$ cat src/rtl/assert_macros.svh
// ---------------------------------------------------------------------------
// Assertion macros
// Concurrent assertion wrappers shared by the button press classifier RTL.
// ---------------------------------------------------------------------------
`ifndef ASSERT_MACROS_SVH
`define ASSERT_MACROS_SVH

`ifndef NO_ASSERTIONS

// Property that must hold at every clock edge outside reset.
`define BPC_ASSERT(lbl, clk, rst, prop, msg) \
   lbl: assert property (@(posedge clk) disable iff (rst) (prop)) else $error(msg);

// Implication checked in the same cycle.
`define BPC_ASSERT_IMP(lbl, clk, rst, ante, cons, msg) \
   lbl: assert property (@(posedge clk) disable iff (rst) (ante) |-> (cons)) else $error(msg);

// Implication checked in the next cycle.
`define BPC_ASSERT_NXT(lbl, clk, rst, ante, cons, msg) \
   lbl: assert property (@(posedge clk) disable iff (rst) (ante) |=> (cons)) else $error(msg);

`else

`define BPC_ASSERT(lbl, clk, rst, prop, msg)
`define BPC_ASSERT_IMP(lbl, clk, rst, ante, cons, msg)
`define BPC_ASSERT_NXT(lbl, clk, rst, ante, cons, msg)

`endif

`endif

$ cat src/rtl/bpc_pkg.sv
// ---------------------------------------------------------------------------
// Button press classifier package
// Types and constants shared by the classifier, timer and top level modules.
// ---------------------------------------------------------------------------
`timescale 1ns / 1ps
`default_nettype none

package bpc_pkg;

   localparam int TIMER_W = 23;

   localparam logic [3:0] SAMPLE_DIV_M1 = 4'd9;

   localparam logic [7:0] PRESS_SHORT_MIN = 8'd3;
   localparam logic [7:0] PRESS_LONG_AT   = 8'd25;
   localparam logic [7:0] PRESS_XLONG_AT  = 8'd250;

   localparam logic [4:0] EXT_SHORT_MIN = 5'd2;
   localparam logic [4:0] EXT_SHORT_END = 5'd10;
   localparam logic [4:0] EXT_LONG_AT   = 5'd20;
   localparam logic [4:0] EXT_SAT       = 5'd25;

   localparam logic [TIMER_W-1:0] TIMER_RESET        = 23'd10;
   localparam logic [TIMER_W-1:0] DISPLAY_TIMEOUT_RST  = 23'd300000;
   localparam logic [TIMER_W-1:0] POWEROFF_TIMEOUT_RST = 23'd1800000;

   localparam int CSR_INDEX_W = 2;

   typedef enum logic [CSR_INDEX_W-1:0] {
      CSR_DISPLAY_TIMEOUT  = 2'd0,
      CSR_POWEROFF_TIMEOUT = 2'd1,
      CSR_EXTERNAL_ENABLE  = 2'd2
   } csr_index_type;

   // One input word, last field in the lowest bit.
   typedef struct packed {
      logic activity;
      logic display_on;
      logic key_level;
      logic start_down;
      logic button_down;
   } req_type;

   // One result word, last field in the lowest bit.
   typedef struct packed {
      logic poweroff_due;
      logic display_expired;
      logic start_long;
      logic ext_short;
      logic xlong_press;
      logic long_press;
      logic short_press;
   } rsp_type;

   // Classifier status handed to the rest of the block.
   typedef struct packed {
      logic timer_reload;
      logic start_long;
      logic ext_short;
      logic xlong_press;
      logic long_press;
      logic short_press;
   } class_type;

endpackage

`default_nettype wire

$ cat src/rtl/bpc_press_classifier.sv
// ---------------------------------------------------------------------------
// Press classifier
// Sample divider plus button and external hold counters with press decode.
// ---------------------------------------------------------------------------
`timescale 1ns / 1ps
`default_nettype none

`include "assert_macros.svh"

module bpc_press_classifier (
   input  wire logic               clock,
   input  wire logic               reset,
   input  wire logic               step,
   input  wire logic               ext_enable,
   input  wire bpc_pkg::req_type   req,
   output bpc_pkg::class_type      status
);
   import bpc_pkg::*;

   logic [3:0] phase_ff, phase_in;
   logic [7:0] press_count_ff, press_count_in;
   logic [4:0] ext_count_ff, ext_count_in;
   logic       sample;

   assign sample = (phase_ff == 4'd0);

   always_comb begin
      phase_in       = (phase_ff == SAMPLE_DIV_M1) ? 4'd0 : phase_ff + 4'd1;
      press_count_in = press_count_ff;
      ext_count_in   = ext_count_ff;
      status         = '0;

      if (sample) begin
         status.timer_reload = req.button_down | req.start_down;

         if (req.button_down) begin
            if (press_count_ff != PRESS_XLONG_AT) begin
               press_count_in = press_count_ff + 8'd1;
            end
            status.long_press  = (press_count_in == PRESS_LONG_AT);
            status.xlong_press = (press_count_in == PRESS_XLONG_AT) & req.display_on;
         end else begin
            status.short_press = (press_count_ff >= PRESS_SHORT_MIN) &&
                                 (press_count_ff < PRESS_LONG_AT);
            press_count_in = 8'd0;
         end

         if (!ext_enable) begin
            ext_count_in = 5'd0;
         end else if (req.start_down) begin
            if (ext_count_ff < EXT_SAT) begin
               ext_count_in = ext_count_ff + 5'd1;
            end
            status.start_long = (ext_count_in == EXT_LONG_AT) & req.key_level;
         end else begin
            status.ext_short = (ext_count_ff >= EXT_SHORT_MIN) &&
                               (ext_count_ff < EXT_SHORT_END);
            ext_count_in = 5'd0;
         end
      end
   end

   always_ff @(posedge clock) begin
      if (reset) begin
         phase_ff       <= 4'd0;
         press_count_ff <= 8'd0;
         ext_count_ff   <= 5'd0;
      end else if (step) begin
         phase_ff       <= phase_in;
         press_count_ff <= press_count_in;
         ext_count_ff   <= ext_count_in;
      end
   end

   `BPC_ASSERT(a_phase_range, clock, reset, phase_ff <= SAMPLE_DIV_M1, "sample phase out of range")
   `BPC_ASSERT(a_press_sat, clock, reset, press_count_ff <= PRESS_XLONG_AT, "press count past saturation")
   `BPC_ASSERT(a_ext_sat, clock, reset, ext_count_ff <= EXT_SAT, "external count past saturation")
   `BPC_ASSERT_NXT(a_hold_between, clock, reset, step && !sample, $stable(press_count_ff) && $stable(ext_count_ff), "hold counters moved off a sample tick")
   `BPC_ASSERT_NXT(a_ext_disabled, clock, reset, step && sample && !ext_enable, ext_count_ff == 5'd0, "external count not cleared while disabled")

endmodule

`default_nettype wire

$ cat src/rtl/bpc_timers.sv
// ---------------------------------------------------------------------------
// Inactivity timers
// Display-off and power-off countdowns with reload and expiry flags.
// ---------------------------------------------------------------------------
`timescale 1ns / 1ps
`default_nettype none

module bpc_timers (
   input  wire logic                          clock,
   input  wire logic                          reset,
   input  wire logic                          step,
   input  wire logic                          reload,
   input  wire logic [bpc_pkg::TIMER_W-1:0]   display_timeout,
   input  wire logic [bpc_pkg::TIMER_W-1:0]   poweroff_timeout,
   output logic                               display_expired,
   output logic                               poweroff_due
);
   import bpc_pkg::*;

   logic [TIMER_W-1:0] display_left_ff, display_left_in;
   logic [TIMER_W-1:0] poweroff_left_ff, poweroff_left_in;

   // The countdown comes first; a reload in the same tick wins over it.
   always_comb begin
      display_left_in  = (display_left_ff != '0) ? display_left_ff - TIMER_W'(1) : '0;
      poweroff_left_in = (poweroff_left_ff != '0) ? poweroff_left_ff - TIMER_W'(1) : '0;
      if (reload) begin
         display_left_in  = display_timeout;
         poweroff_left_in = poweroff_timeout;
      end
      display_expired = (display_timeout != '0) && (display_left_in == '0);
      poweroff_due    = (poweroff_timeout != '0) && (poweroff_left_in == '0);
   end

   always_ff @(posedge clock) begin
      if (reset) begin
         display_left_ff  <= TIMER_RESET;
         poweroff_left_ff <= TIMER_RESET;
      end else if (step) begin
         display_left_ff  <= display_left_in;
         poweroff_left_ff <= poweroff_left_in;
      end
   end

endmodule

`default_nettype wire

$ cat src/rtl/button_press_classifier_core.sv
// ---------------------------------------------------------------------------
// Button press classifier core
// Classifies front button and external start presses per 1 ms tick word and
// runs the display-off and power-off inactivity timers.
// ---------------------------------------------------------------------------
// Output: the result word for a tick is registered and appears in the cycle after it is accepted.
// Throughput: one tick word per cycle; the state update and decode fit between
// the accepting edge and the result register. Input stalls only while a result
// word waits and the result side is not ready.
// Reset: synchronous; the timers load 10, counters and sample phase clear, and
// the registers return to 300000, 1800000 and external enabled.
`timescale 1ns / 1ps
`default_nettype none

`include "assert_macros.svh"

module button_press_classifier_core (
   input  wire logic                             clock,
   input  wire logic                             reset,
   // Tick input words.
   input  wire logic                             req_tvalid,
   output logic                                  req_tready,
   // [0] button_down, [1] start_down, [2] key_level, [3] display_on,
   // [4] activity, [7:5] zero
   input  wire logic [7:0]                       req_tdata,
   // Result words.
   output logic                                  rsp_tvalid,
   input  wire logic                             rsp_tready,
   // [0] short_press, [1] long_press, [2] xlong_press, [3] ext_short,
   // [4] start_long, [5] display_expired, [6] poweroff_due, [7] zero
   output logic [7:0]                            rsp_tdata,
   // Register writes.
   input  wire logic                             csr_valid,
   output logic                                  csr_ready,
   input  wire logic [bpc_pkg::CSR_INDEX_W-1:0]  csr_index,
   input  wire logic [bpc_pkg::TIMER_W-1:0]      csr_data
);
   import bpc_pkg::*;

   logic [TIMER_W-1:0] display_timeout_q_ff;
   logic [TIMER_W-1:0] poweroff_timeout_ff;
   logic               ext_enable_ff;
   logic               rsp_valid_ff;
   rsp_type            rsp_ff, rsp_in;
   req_type            req;
   class_type          status;
   logic               step;
   logic               timer_reload;
   logic               display_expired;
   logic               poweroff_due;

   assign csr_ready  = 1'b1;
   assign req_tready = !rsp_valid_ff || rsp_tready;
   assign step       = req_tvalid && req_tready;
   assign req        = req_type'(req_tdata[4:0]);

   // Register file.
   always_ff @(posedge clock) begin
      if (reset) begin
         display_timeout_q_ff <= DISPLAY_TIMEOUT_RST;
         poweroff_timeout_ff  <= POWEROFF_TIMEOUT_RST;
         ext_enable_ff        <= 1'b1;
      end else if (csr_valid) begin
         case (csr_index_type'(csr_index))
            CSR_DISPLAY_TIMEOUT:  display_timeout_q_ff <= csr_data;
            CSR_POWEROFF_TIMEOUT: poweroff_timeout_ff  <= csr_data;
            CSR_EXTERNAL_ENABLE:  ext_enable_ff        <= csr_data[0];
            default: ;
         endcase
      end
   end

   bpc_press_classifier u_classifier (
      .clock      (clock),
      .reset      (reset),
      .step       (step),
      .ext_enable (ext_enable_ff),
      .req        (req),
      .status     (status)
   );

   assign timer_reload = status.timer_reload | req.activity;

   bpc_timers u_timers (
      .clock            (clock),
      .reset            (reset),
      .step             (step),
      .reload           (timer_reload),
      .display_timeout  (display_timeout_q_ff),
      .poweroff_timeout (poweroff_timeout_ff),
      .display_expired  (display_expired),
      .poweroff_due     (poweroff_due)
   );

   always_comb begin
      rsp_in                 = '0;
      rsp_in.short_press     = status.short_press;
      rsp_in.long_press      = status.long_press;
      rsp_in.xlong_press     = status.xlong_press;
      rsp_in.ext_short       = status.ext_short;
      rsp_in.start_long      = status.start_long;
      rsp_in.display_expired = display_expired;
      rsp_in.poweroff_due    = poweroff_due;
   end

   always_ff @(posedge clock) begin
      if (reset) begin
         rsp_valid_ff <= 1'b0;
      end else if (step) begin
         rsp_valid_ff <= 1'b1;
      end else if (rsp_tready) begin
         rsp_valid_ff <= 1'b0;
      end
   end

   always_ff @(posedge clock) begin
      if (step) begin
         rsp_ff <= rsp_in;
      end
   end

   assign rsp_tvalid = rsp_valid_ff;
   assign rsp_tdata  = {1'b0, rsp_ff};

   `BPC_ASSERT_IMP(a_disp_flag_off, clock, reset, display_timeout_q_ff == '0, !display_expired, "display flag with zero timeout")

endmodule

`default_nettype wire
$ cat config.mk
export PLATFORM = sky130hd
export DESIGN_NAME = button_press_classifier_core
export DESIGN_NICKNAME = d
export VERILOG_FILES = /design/src/rtl/bpc_pkg.sv /design/src/rtl/bpc_press_classifier.sv /design/src/rtl/bpc_timers.sv /design/src/rtl/button_press_classifier_core.sv
export VERILOG_INCLUDE_DIRS = /design/src /design/src/rtl
export SDC_FILE = /design/constraint.sdc
export NUM_CORES = 1
export LEC_CHECK = 0
export BUFFER_PORTS_ARGS = -buffer_cell sky130_fd_sc_hd__buf_2
export CAP_MARGIN = 20
export CORE_UTILIZATION = 55
export DETAILED_ROUTE_END_ITERATION = 12
export PLACE_DENSITY = 0.77
export SLEW_MARGIN = 20
export SYNTH_ARGS = -nofsm -noshare
export SYNTH_HDL_FRONTEND = slang
export SYNTH_HIERARCHICAL = 1
export SYNTH_SLANG_ARGS = --single-unit
$ cat constraint.sdc
create_clock -name clock -period 2.4 [get_ports clock]
set_input_delay 0.12 -clock clock [delete_from_list [all_inputs] [get_ports clock]]
set_output_delay 0.12 -clock clock [all_outputs]
set_load 0.02 [all_outputs]
### Word-level counts from Yosys, hierarchy flattened

Index checks and enable logic that the tools add are counted.

* bits in registers: 118
* latch bits: 0
* bits in writable memories: 0
* bits in read-only memories: 0
* input bits: 38
* output and inout port bits: 11
* memories kept: 0

* add/sub/neg operators: 5
* multiply operators: 0
* divide/modulo/power cells: 0
* $lt $le $gt $ge: 5
* equality and inequality tests: 7
* shift-type cells: 0
* multiplexer cells: 23
* bitwise logic cells: 6
* reduce and logical (&&, ||, !) cells: 24

Operator list (number)
* $mux 23: 4
* $reduce_bool 23->1: 4
* $logic_not 23->1: 2
* $sub 23x1->23 const B: 2
* $mux 8: 4
* $mux 5: 6
* $reduce_and 2->1: 5
* $add 8x1->8 const B: 1
* $eq 8x5->1 const B: 1
* $eq 8x8->1 const B: 1
* $ge 8x2->1 const B: 1
* $lt 8x5->1 const B: 1
* $ne 8x8->1 const B: 1
* $mux 6: 1
* $add 5x1->5 const B: 1
* $eq 5x5->1 const B: 1
* $ge 5x2->1 const B: 1
* $logic_and 1x1->1: 5
* $lt 5x4->1 const B: 1
* $lt 5x5->1 const B: 1
* $mux 1: 5
* $add 4x1->4 const B: 1
* $eq 4x4->1 const B: 1
* $logic_not 4->1: 1
* 14 further kinds: 18

### Depth between registers and ports, before layout

Gate-level depths: netlist (run 1).

* depth after elaboration: 14
* depth in mapped cells: 10
* gate-level depth less buffers: 9

### Cells and area by module

Netlist (run 1), hierarchy kept.

Modules (own cells, without submodules)
* bpc_timers: times used 1, cells an instance 440, area an instance 3295.7 sq um
* button_press_classifier_core: times used 1, cells an instance 213, area an instance 2229.6 sq um
* bpc_press_classifier: times used 1, cells an instance 164, area an instance 1306.3 sq um

### Worst setup path after synthesis (run 1)

OpenSTA, ideal clock, no wires.

* path type: reg-to-reg
* start: reg u_timers.display_left_ff[16]
* end: reg rsp_ff, in the netlist rsp_tdata[5], data pin
* setup time: 0.133 ns
* arrival time: 2.306 ns
* data required time: 2.267 ns
* slack: -0.039 ns
* cell stages (with the launch flop): 9
* buffers on the path: 1
* cells stage by stage: dfxtp_1 > buf_6 > or4_4 > or2_4 > or4_4 > a31oi_1 > o31ai_1 > nor4_1 > o2111a_1

* longest elaborated chain between the ends: 5
* elaborated cells between the ends (all ways): 6
* those cells by class: add/sub: 1; mux: 2; reduce/logical: 3

RTL lines
* start: declaration: RTL line bpc_timers.sv:20 `logic [TIMER_W-1:0] display_left_ff, display_left_in;`
* start signal: assignment: RTL line bpc_timers.sv:40 `display_left_ff <= display_left_in;`
* $sub 23x1->23 or $reduce_bool 23->1 (tied branches): RTL line bpc_timers.sv:25 `display_left_in = (display_left_ff != '0) ? display_left_ff - TIMER_W'(1) : '0;`
* $mux 23 (*): RTL line bpc_timers.sv:25
* $mux 23 (*): RTL line bpc_timers.sv:27 `if (reload) begin`
* $logic_not 23->1 (*): RTL line bpc_timers.sv:31 `display_expired = (display_timeout != '0) && (display_left_in == '0);`
* $logic_and 1x1->1 (*): RTL line bpc_timers.sv:31
* net display_expired: RTL line button_press_classifier_core.sv:49 `logic display_expired;`
* end signal: assignment: RTL line button_press_classifier_core.sv:118 `rsp_ff <= rsp_in;`
* end: declaration: RTL line button_press_classifier_core.sv:44 `rsp_type rsp_ff, rsp_in;`

The timed path passes the listed nets; every way through them passes the cells marked *.
A chain may end at the register's enable or synchronous reset.

### Worst setup path after layout (run 1)

Same ends and word-level chain as after synthesis.

==> impl_metrics.tcl, run 1 <==
set metrics [dict create \
    yosys-top-cells-area "dfxtp_1, mux2i_1, nor2_1" \
    synth_top_family_by_area "simple AND/OR/NAND/NOR gates" \
    grt_max_degree 78 \
    wl_per_cell_um 18.3 \
    syn-num-nets 863 \
    post-route-util 0.693 \
    hold_viol_final 0 \
    wl_um 19700 \
    initial_core_util 0.566 \
    gp_congestion 0.931 \
    finalCritPeriodShare 0.985 \
    grt_pass1_vias 6200 \
    outcome "finished, final reports clean" \
    ys.flop_type "dfxtp_1" \
    synth-xor-area-share 0.0372 \
    use_met3 0.0526 \
    synth_edf_count 7 \
    setup_violations 0 \
    drc_errors 0 \
    slowest_delay_ns 0.54 \
    crit_path_end_kind "register" \
    max_freq_ghz 0.423 \
    clk_latency_ns 0.42 \
    path_clk_slew_ns 0.06 \
    drive_gt1_frac 0.223 \
    tightest_slew_ns 0.820 \
    n_antenna_cell 0 \
    synth_seq_cells 118 \
    portBuffers 43 \
    r2r-start "u_timers/display_left_ff[16]" \
    clock_skew_ns 0.0111 \
    synth.distinct_cells 85 \
    r2r_setup_slack_ns 0.03 \
    maxCapViolations 0 \
    report.final.slew_viol_count 0 \
    ios 49 \
    syn2layout_area_growth_pct 22.4 \
    min_path_type "primary input to register" \
    cts_tree "yes" \
    worst_ep_arrival_time_ns 2.65 \
    layout_setup_ws_ns 0.0350 \
    dieArea_um2 12900 \
    p_per_area_nw_per_um2 657 \
    die_w_um 113 \
    cts_sinks 118 \
    synthAdderAreaFrac 0.0147 \
    cp_common_cell "or4_4" \
    htreeDepth 4 \
    synth-seq-area-share 0.356 \
    use_met1 0.376 \
    core-area_um2 12100 \
    slew-limit-headroom 0.453 \
    cts_root_buffer "clkbuf_16" \
    worstPathMaxFanout 3 \
    grt_usage 0.308 \
    die_height_um 113 \
    power_leakage_nw 3.22 \
    synth_compound_area_frac 0.174 \
    path_cells "or4_4 > or2_4 > or4_4 > a31oi_1 > o31ai_1 > nor4_1 > o2111a_1" \
    holdPathStages 3 \
    syn_inst 817 \
    yosys.area.top_type "dfxtp_1" \
    vias_per_cell 6.16 \
    critPathRequiredTime_ns 2.68 \
    min_period_ns 2.37 \
    ant_nets 0 \
    async_flop_share 0 \
    cts_buffers 17 \
    vdd_drop_max_mv 0.495 \
    firstDrtPassIters 5 \
    holdPathEnd "rsp_tvalid" \
    antenna_found_initial 0 \
    drtIter0Drc 785 \
    use_met2 0.539 \
    whs_ns 0.00890 \
    synth_top_area_share 0.325 \
    critical_path_class "register to register" \
    dpl.hpwl_um 13500 \
    synth.area.mux_share 0.0852 \
    rows 40 \
    ys_warn_count 6 \
    syn_area_um2 6830 \
    synth.avg_cell_area_um2 8.36 \
    r2r-end "rsp_tdata[5]" \
    yosys.area_share.simple 0.279 \
    fin_tns_setup_ns 0 \
    rsz0062_at_grt "true" \
    r2r_cells 7 \
    nets 944 \
    clock_path_buffers 2 \
    vias 6646 \
    pre_cts_ws_ns -0.0659 \
    hp-start "rsp_tready" \
    grt_overflow 0 \
    startpoint_type "register" \
    critPathSlowestCell "or4_4" \
    grt_pass1_wl_um 30800 \
    grt-busiest-layer "met2" \
]
==> layout make-up <==
cell class                      count  area [um2]
Inverter                           16        60.1
Tap cell                          168         210
Fill cell                         918        3700
Clock buffer                       19         443
Multi-Input combinational cell    621        4210
Sequential cell                   118        2430
Timing Repair Buffer              124         897
Clock inverter                     13         101
==> worst max-delay path: cells and delay by family, from the launching register on <==
family	cells	cell delay, ns
compound gates	3	0.52
simple gates	4	1.41
flops	1	0.31
==> sequential cells by signal (all words and copies together), names as in the netlist <==
register / cells
poweroff_timeout_ff: 23
u_classifier/press_count_ff: 8
rsp_tdata: 7
display_timeout_q_ff: 23
ext_enable_ff: 1
rsp_tvalid: 1
u_timers/display_left_ff: 23
u_classifier/ext_count_ff: 5
u_classifier/phase_ff: 4
u_timers/poweroff_left_ff: 23
==> logic make-up after synthesis <==
| group | Yosys count |
|---|---|
| other cells | 2 |
| xor+xnor | 29 |
| mux | 58 |
| buf+inv | 78 |
| simple gates | 355 |
| compound gates | 169 |
| fa+ha+maj | 8 |
| flops | 118 |
==> power breakdown <==
part,leakage [nW],switching (W),internal [W],total [W]
combinational,1.99,0.000546,0.000424,0.000970
sequential,0.978,0.000110,0.00207,0.00218
clock,0.256,0.000981,0.00135,0.00234
==> how the worst max path moves through the flow <==
stage / start / end / slack [ns] / cells past startpoint
floorplan: u_timers/display_left_ff[0] / rsp_tdata[5] / -0.01 / 8
global placement: u_timers/poweroff_left_ff[0] / rsp_tdata[6] / 0.03 / 10
detailed placement: u_timers/poweroff_left_ff[1] / rsp_tdata[6] / -0.07 / 10
CTS: u_timers/display_left_ff[16] / u_timers/display_left_ff[8] / 0.04 / 8
global route: u_timers/display_left_ff[0] / rsp_tdata[5] / -0.03 / 9
finish: u_timers/display_left_ff[16] / rsp_tdata[5] / 0.03 / 7
==> Yosys cell counts (4+ instances only) <==
cell and count:
o21ai_0 41, or3_1 4, nand2b_1 54, nor2b_1 6
xnor2_1 18, buf_2 12, xor2_1 11, a211oi_1 10
nor3_1 18, edfxtp_1 7, nand3_1 12, o31ai_1 13
or4_1 5, nand2_1 60, nor4_1 27, nand4_1 14
clkbuf_1 37, o21ai_1 7, dfxtp_1 111, a32o_1 5
inv_1 16, mux2i_1 57, nor2_1 109, ha_1 8
and2_1 6, a22oi_1 25, nand3b_1 4, a21oi_1 23
buf_4 7, o211ai_1 8
==> what timing repair did <==
action / CTS / global route
endpoints found under the setup margin: 1 / 7
endpoints found under the hold margin: 11 / 0
hold buffers: 9 / 0
buffers inserted: 1 / 3
pin swaps: 0 / 9
gates resized for setup: 4 / 35
==> cell usage in the layout, fill, tap and decap left out, types with 5 or more instances in the layout <==
cell type and n:
a211oi_1 10, a21oi_1 20, a22oi_1 23, a32o_1 5, and2_1 5, buf_2 42, buf_4 67, clkbuf_16 17
dfxtp_1 109, dlygate4sd3_1 9, edfxtp_1 7, ha_1 7, inv_1 14, mux2i_1 57, nand2_1 59, nand2b_1 54
nand3_1 12, nand4_1 14, nor2_1 107, nor2b_1 6, nor3_1 15, nor4_1 24, nor4_4 5, o211ai_1 8
o21ai_0 39, o21ai_1 9, o31ai_1 13, xnor2_1 18, xor2_1 10
==> metal layers <==
metal  wire, um  share of wire
met1       7830           0.40
met2       9820           0.50
met3       1520          0.077
met4        561          0.028
met5          0              0
==> metrics by stage <==
stage	instances	total power [W]	cell area [um2]
final	1079	0.00549	8360
after global placement	1034	0.00307	7520
after detailed placement	1034	0.00310	7520
after floorplan	817	0.00277	6840
after CTS	1076	0.00544	8190
after global routing	1079	0.00567	8360
(Power assumes the default switching activity.)
==> run 2: changes to the inputs <==
--- a/config.mk
+++ b/config.mk
@@ -10,9 +10,10 @@
 export CAP_MARGIN = 20
 export CORE_UTILIZATION = 55
 export DETAILED_ROUTE_END_ITERATION = 12
-export PLACE_DENSITY = 0.77
+export PLACE_DENSITY_LB_ADDON = 0.08
 export SLEW_MARGIN = 20
 export SYNTH_ARGS = -nofsm -noshare
 export SYNTH_HDL_FRONTEND = slang
 export SYNTH_HIERARCHICAL = 1
 export SYNTH_SLANG_ARGS = --single-unit
+export TNS_END_PERCENT = 20
==> run 2 against run 1 <==
Compared with the run above:
- the run now ends with setup timing left
- sequential share of layout area rose by 0.29 points
- clock-buffer cell count fell by 1
- sequential power barely moved
- non-clock buffer count fell by 9
- design area fell by 1.1%
- via count fell by 5.0%
- critical path depth fell by 1
- die area did not move
- hold slack improved by 0.0068 ns
- combinational power fell by 5.7%
- largest cell class unchanged
==> impl_metrics.tcl, run 2 (same netlist as run 1, synthesis figures left out) <==
set metrics [dict create \
    outcome "finished with violations" \
    violations "setup timing" \
    vias 6316 \
    wl_per_cell_um 17.0 \
    nets 935 \
    r2r-end "rsp_tdata[5]" \
    grt_pass1_wl_um 29700 \
    power_frac_comb 0.161 \
    holdPathStages 3 \
    most-common-layout-cells "dfxtp_1, nor2_1, nand2_1" \
    hp-start "csr_data[8]" \
    crit_path_end_kind "register" \
    max_freq_ghz 0.417 \
    layout.cells.non_filler 1069 \
    rsz0062_at_grt "true" \
    path_clk_slew_ns 0.06 \
    p_switching_w 0.00155 \
    n_antenna_cell 0 \
    drtIter0Drc 521 \
    die_w_um 113 \
    cp_common_cell "or4_4" \
    cts_root_buffer "clkbuf_16" \
    post-route-cell-area_um2 8270 \
    vias_per_cell 5.91 \
    htreeDepth 4 \
    worst_ep_arrival_time_ns 2.68 \
    setup_violations 1 \
    final_common_cell "dfxtp_1" \
    min_path_type "primary input to register" \
    worstPathBufferInverterCount 0 \
    r2r_setup_slack_ns -0.0008 \
    portBuffers 43 \
    gp_congestion 0.936 \
    ios 49 \
    tightest_slew_ns 0.852 \
    slew-limit-headroom 0.432 \
    critical_path_class "register to register" \
    startpoint_type "register" \
    maxCapViolations 0 \
    intPower_w 0.00412 \
    cts_sinks 118 \
    cts_tree "yes" \
    slowest_delay_ns 0.55 \
    hold_viol_final 0 \
    pre_cts_ws_ns -0.167 \
    p_total_w 0.00567 \
    layout_setup_ws_ns -0.000802 \
    postCtsSetupRepairBufs 0 \
    clock_skew_ns 0.00731 \
    firstDrtPassIters 5 \
    core-area_um2 12100 \
    clock_path_buffers 2 \
    rows 40 \
    clockPowerShare 0.455 \
    clk_latency_ns 0.42 \
    syn2layout_area_growth_pct 21.0 \
    critPathRequiredTime_ns 2.68 \
    grt_max_degree 52 \
    grt_usage 0.295 \
    place_area_um2 7460 \
    power_leakage_nw 3.20 \
    cts_buffers 17 \
    critPathTopFamily "simple AND/OR/NAND/NOR gates" \
    finalCritPeriodShare 1.00 \
    path_cells "or4_4 > or4_4 > o21ai_4 > o21ai_0 > nor4_2 > o2111a_1" \
    r2r-start "u_timers/display_left_ff[16]" \
    antenna_found_initial 0 \
    wl_um 18200 \
    report.final.slew_viol_count 0 \
    ant_nets 0 \
    vdd_drop_max_mv 0.545 \
    drc_errors 0 \
    switching_share 0.273 \
    die_height_um 113 \
    grt_pass1_vias 5986 \
    worstPathMaxFanout 4 \
    dieArea_um2 12900 \
    grt_overflow 0 \
    fill_cells 984 \
    holdPathEnd "display_timeout_q_ff[8]" \
    initial_core_util 0.566 \
    r2r_cells 6 \
    dpl.cell_count 1024 \
    power_frac_seq 0.384 \
    min_period_ns 2.40 \
    drive_gt1_frac 0.190 \
    dpl.hpwl_um 12800 \
    critPathSlowestCell "or4_4" \
    p_per_area_nw_per_um2 686 \
]
[run 2: changes by cell type in the layout (fill, tap and decap cells not counted), moves of 3 or more]
cell           previous run  this run
a21oi_1                  20        23
a21oi_2                   4         1
buf_4                    67        54
bufinv_16                 0         3
dlygate4sd3_1             9        14
inv_6                     3         0
[run 2: what timing repair did]
action / CTS / global route
hold buffers: 14 / 0
pin swaps: 1 / 1
hold endpoints to repair: 19 / 0
gates resized for setup: 3 / 11
endpoints found under the setup margin: 2 / 2
[run 2: how the worst max path moves through the flow]
stage / startpoint / slack [ns] / cells past startpoint / end
6_report: u_timers/display_left_ff[16] / -0.0008 / 6 / rsp_tdata[5]
5_1_grt: u_timers/poweroff_left_ff[1] / -0.16 / 10 / rsp_tdata[6]
4_1_cts: u_timers/display_left_ff[16] / -0.01 / 7 / rsp_tdata[5]
3_5_place_dp: u_timers/poweroff_left_ff[0] / -0.17 / 8 / rsp_tdata[6]
3_3_place_gp: u_timers/poweroff_left_ff[0] / -0.04 / 8 / rsp_tdata[6]
2_1_floorplan: u_timers/display_left_ff[0] / -0.01 / 8 / rsp_tdata[5]
[run 2: layer usage]
layer	wire, um	up-vias	part of all wire	GRT usage
li1	-	3102	-	-
met1	8310	2995	0.46	0.372
met2	8590	179	0.47	0.482
met3	775	40	0.043	0.0675
met4	519	0	0.029	0.132
met5	0	-	0	0
[run 2: power groups by stage]
| stage | logic [W] | registers [W] | clock network, W |
|---|---|---|---|
| 6_report | 0.000915 | 0.00218 | 0.00258 |
| 5_1_grt | 0.000996 | 0.00219 | 0.00271 |
| 4_1_cts | 0.000891 | 0.00217 | 0.00260 |
| 3_5_place_dp | 0.000864 | 0.00221 | 0 |
| 3_3_place_gp | 0.000850 | 0.00221 | 0 |
| 2_1_floorplan | 0.000572 | 0.00220 | 0 |
[run 2: per-stage QoR]
stage,hold slack (ns),util,setup TNS (ns)
4_1_cts,0.00304,0.680,-0.0230
5_1_grt,0.00630,0.686,-0.267
6_report,0.0157,0.686,-0.000802
3_3_place_gp,0.363,0.618,-0.0436
3_5_place_dp,0.373,0.618,-0.167
2_1_floorplan,0.249,-,-0.0110
[run 2: layout make-up]
cell class	instances	area, um2	area share
repair buffers	115	847	0.102
multi-input cells	621	4130	0.499
clock inverters	13	155	0.0188
inverters	16	60.1	0.00726
well taps	168	210	0.0254
clock buffers	18	439	0.0531
flip-flops and latches	118	2430	0.294
[run 2: worst register-to-register path, cell delays in order, from the launching register on]
cell	delay, ns
dfxtp_1	0.31
or4_4	0.55
or4_4	0.48
o21ai_4	0.21
o21ai_0	0.18
nor4_2	0.31
o2111a_1	0.23
==> run 3: changes to the inputs <==
--- a/config.mk
+++ b/config.mk
@@ -14,6 +14,5 @@
 export SLEW_MARGIN = 20
 export SYNTH_ARGS = -nofsm -noshare
 export SYNTH_HDL_FRONTEND = slang
-export SYNTH_HIERARCHICAL = 1
 export SYNTH_SLANG_ARGS = --single-unit
 export TNS_END_PERCENT = 20
==> run 3 against run 2 <==
Compared with the run above:
- sequential share of layout area is 0.64 points lower
- highest routed layer unchanged
- total power is 5.7% higher
- sequential power hardly changed
- global-route usage is 2.8 points higher
- area after synthesis is 5.2% lower
- critical endpoint is now rsp_tdata[6]
- final cell count is 6.4% higher
- the run still ends with setup timing left
- critical path type unchanged
- largest cell class unchanged
- routed wire length is 6.7% higher
- combinational power is 19% higher
- hold slack better by 0.015 ns
- flip-flop and latch count stayed put
==> impl_metrics.tcl, run 3 <==
set metrics [dict create \
    synth_top_area_share 0.343 \
    grt_pass1_vias 6507 \
    crit_path_end_kind "register" \
    syn2layout_area_growth_pct 31.0 \
    most-common-layout-cells "nand2_1, dfxtp_1, buf_4" \
    synth-seq-area-share 0.376 \
    ys.flop_type "dfxtp_1" \
    post-route-util 0.740 \
    finalCritPeriodShare 1.05 \
    synth_common_cells "nand2_1, dfxtp_1, nor2_1" \
    wl_um 19400 \
    vias 6921 \
    ios 49 \
    min_period_ns 2.51 \
    r2r_cells 7 \
    worst_ep_arrival_time_ns 2.78 \
    critical_path_class "register to register" \
    violations "setup timing" \
    core-area_um2 11500 \
    portBuffers 43 \
    cts_tree "yes" \
    grt_pass1_wl_um 31900 \
    synth_seq_cells 118 \
    maxUsedRoutingLayer "met4" \
    ant_nets 0 \
    wl_per_cell_um 17.1 \
    yosys.area.top_type "dfxtp_1" \
    report.final.slew_viol_count 0 \
    startpoint_type "register" \
    synth.area.mux_share 0.00927 \
    clk_latency_ns 0.42 \
    grt_max_degree 72 \
    synth_edf_count 7 \
    yosys.area_share.simple 0.325 \
    cts_root_buffer "clkbuf_16" \
    critPathRequiredTime_ns 2.67 \
    ys_warn_count 0 \
    holdPathStages 3 \
    wl_met2_um 9130 \
    setup_violations 2 \
    worstPathMaxFanout 4 \
    drc_errors 0 \
    hold_viol_final 0 \
    synth_top_family_by_area "simple AND/OR/NAND/NOR gates" \
    syn_inst 851 \
    vias_per_cell 6.09 \
    nets 1026 \
    vdd_drop_max_mv 0.686 \
    power_leakage_nw 3.36 \
    pre_cts_ws_ns -0.172 \
    rsz0062_at_grt "true" \
    synth_compound_area_frac 0.182 \
    drive_gt1_frac 0.229 \
    drtIter0Drc 713 \
    synth-xor-area-share 0.0433 \
    tightest_slew_ns 0.871 \
    grt_usage 0.323 \
    max_freq_ghz 0.398 \
    die_height_um 111 \
    cts_sinks 118 \
    p_per_area_nw_per_um2 706 \
    synth_most_common_cell "nand2_1" \
    dpl.hpwl_um 13400 \
    grt_overflow 0 \
    wl_met3_um 1260 \
    outcome "finished with violations" \
    initial_core_util 0.565 \
    clock_skew_ns 0.00462 \
    path_clk_slew_ns 0.05 \
    yosys-top-cells-area "dfxtp_1, nand2_1, a21oi_1" \
    synth.distinct_cells 69 \
    dieArea_um2 12200 \
    met1Wirelength_um 8490 \
    clock_path_buffers 2 \
    maxCapViolations 0 \
    die_w_um 111 \
    layout.cells.non_filler 1137 \
    min_path_type "primary input to register" \
    gp_congestion 0.921 \
    cts_buffers 17 \
    n_antenna_cell 0 \
    firstDrtPassIters 5 \
    p_total_w 0.00599 \
    synth.avg_cell_area_um2 7.61 \
    antenna_found_initial 0 \
    fill_cells 882 \
    async_flop_share 0 \
    htreeDepth 4 \
    final_common_cell "nand2_1" \
    rows 39 \
    slew-limit-headroom 0.418 \
    synthAdderAreaFrac 0.0135 \
    syn_area_um2 6480 \
    dpl.cell_count 1076 \
    layout_setup_ws_ns -0.115 \
    syn-num-nets 896 \
]
-- run 3: changes by cell type after synthesis, sizes merged, moves of 16 or more --
cell	change
a21oi	+38
buf	-16
clkbuf	+16
mux2i	-51
nand2	+100
nand2b	-51
nand3b	+21
nor2	-27
nor3	+21
-- run 3: path summary, 6_finish.rpt --
kind                                      start                endpoint  slack (ns)
setup / recovery  u_timers.poweroff_left_ff[14]            rsp_tdata[6]       -0.11
hold / removal                       rsp_tready              rsp_tvalid        0.03
setup reg to reg  u_timers.poweroff_left_ff[14]            rsp_tdata[6]       -0.11
hold reg to reg          poweroff_timeout_ff[3]  poweroff_timeout_ff[3]        0.48
-- run 3: logic make-up after synthesis --
| family | count (synthesis) |
|---|---|
| mux | 6 |
| fa+ha+maj | 7 |
| simple gates | 424 |
| flops | 118 |
| xor+xnor | 32 |
| compound gates | 185 |
| other cells | 2 |
| buf+inv | 77 |
-- run 3: routing by layer --
metal,vias to the layer above,GRT usage
met1,3260,0.419
met4,0,0.146
met2,309,0.519
met3,50,0.0615
met5,-,0
li1,3302,-
-- run 3: per-stage QoR --
stage          TNS [ns]  hold WS (ns)  instance area [um2]
2_1_floorplan    -0.174         0.241                 6500
3_3_place_gp     -0.185         0.357                 7410
3_5_place_dp     -0.337         0.358                 7410
4_1_cts          -0.205       0.00888                 8320
5_1_grt          -0.482        0.0414                 8490
6_report         -0.215        0.0306                 8490
-- run 3: area by class of cell --
class / instances / area [um2] / share of cell area
Multi-Input combinational cell: 656 / 3890 / 0.459
Inverter: 15 / 56.3 / 0.00663
Clock buffer: 22 / 507 / 0.0597
Timing Repair Buffer: 173 / 1270 / 0.150
Sequential cell: 118 / 2440 / 0.288
Tap cell: 143 / 179 / 0.0211
Clock inverter: 10 / 139 / 0.0164
-- run 3: worst max-delay path, cell delays in order (launching register included) --
cell     delay, ns
dfxtp_2       0.32
or4_4         0.57
or4_4         0.46
nor3_4        0.19
mux2i_1       0.21
o21ai_1       0.10
or4_1         0.42
nor3_2        0.11
-- run 3: repair_timing --
item                                    CTS  global route
endpoints found under the setup margin    2            16
resized for setup                         6            35
buffers inserted                          0             5
pin swaps                                 1            14
hold buffers                             24             0
hold endpoints to repair                 48             0
-- run 3: power by group --
group | switching [W] | leakage (nW) | internal (W) | total (W)
Combinational | 0.000603 | 2.07 | 0.000490 | 0.00109
Sequential | 0.0000949 | 0.980 | 0.00208 | 0.00217
Clock | 0.000916 | 0.313 | 0.00181 | 0.00273
Total | 0.00161 | 3.36 | 0.00438 | 0.00599
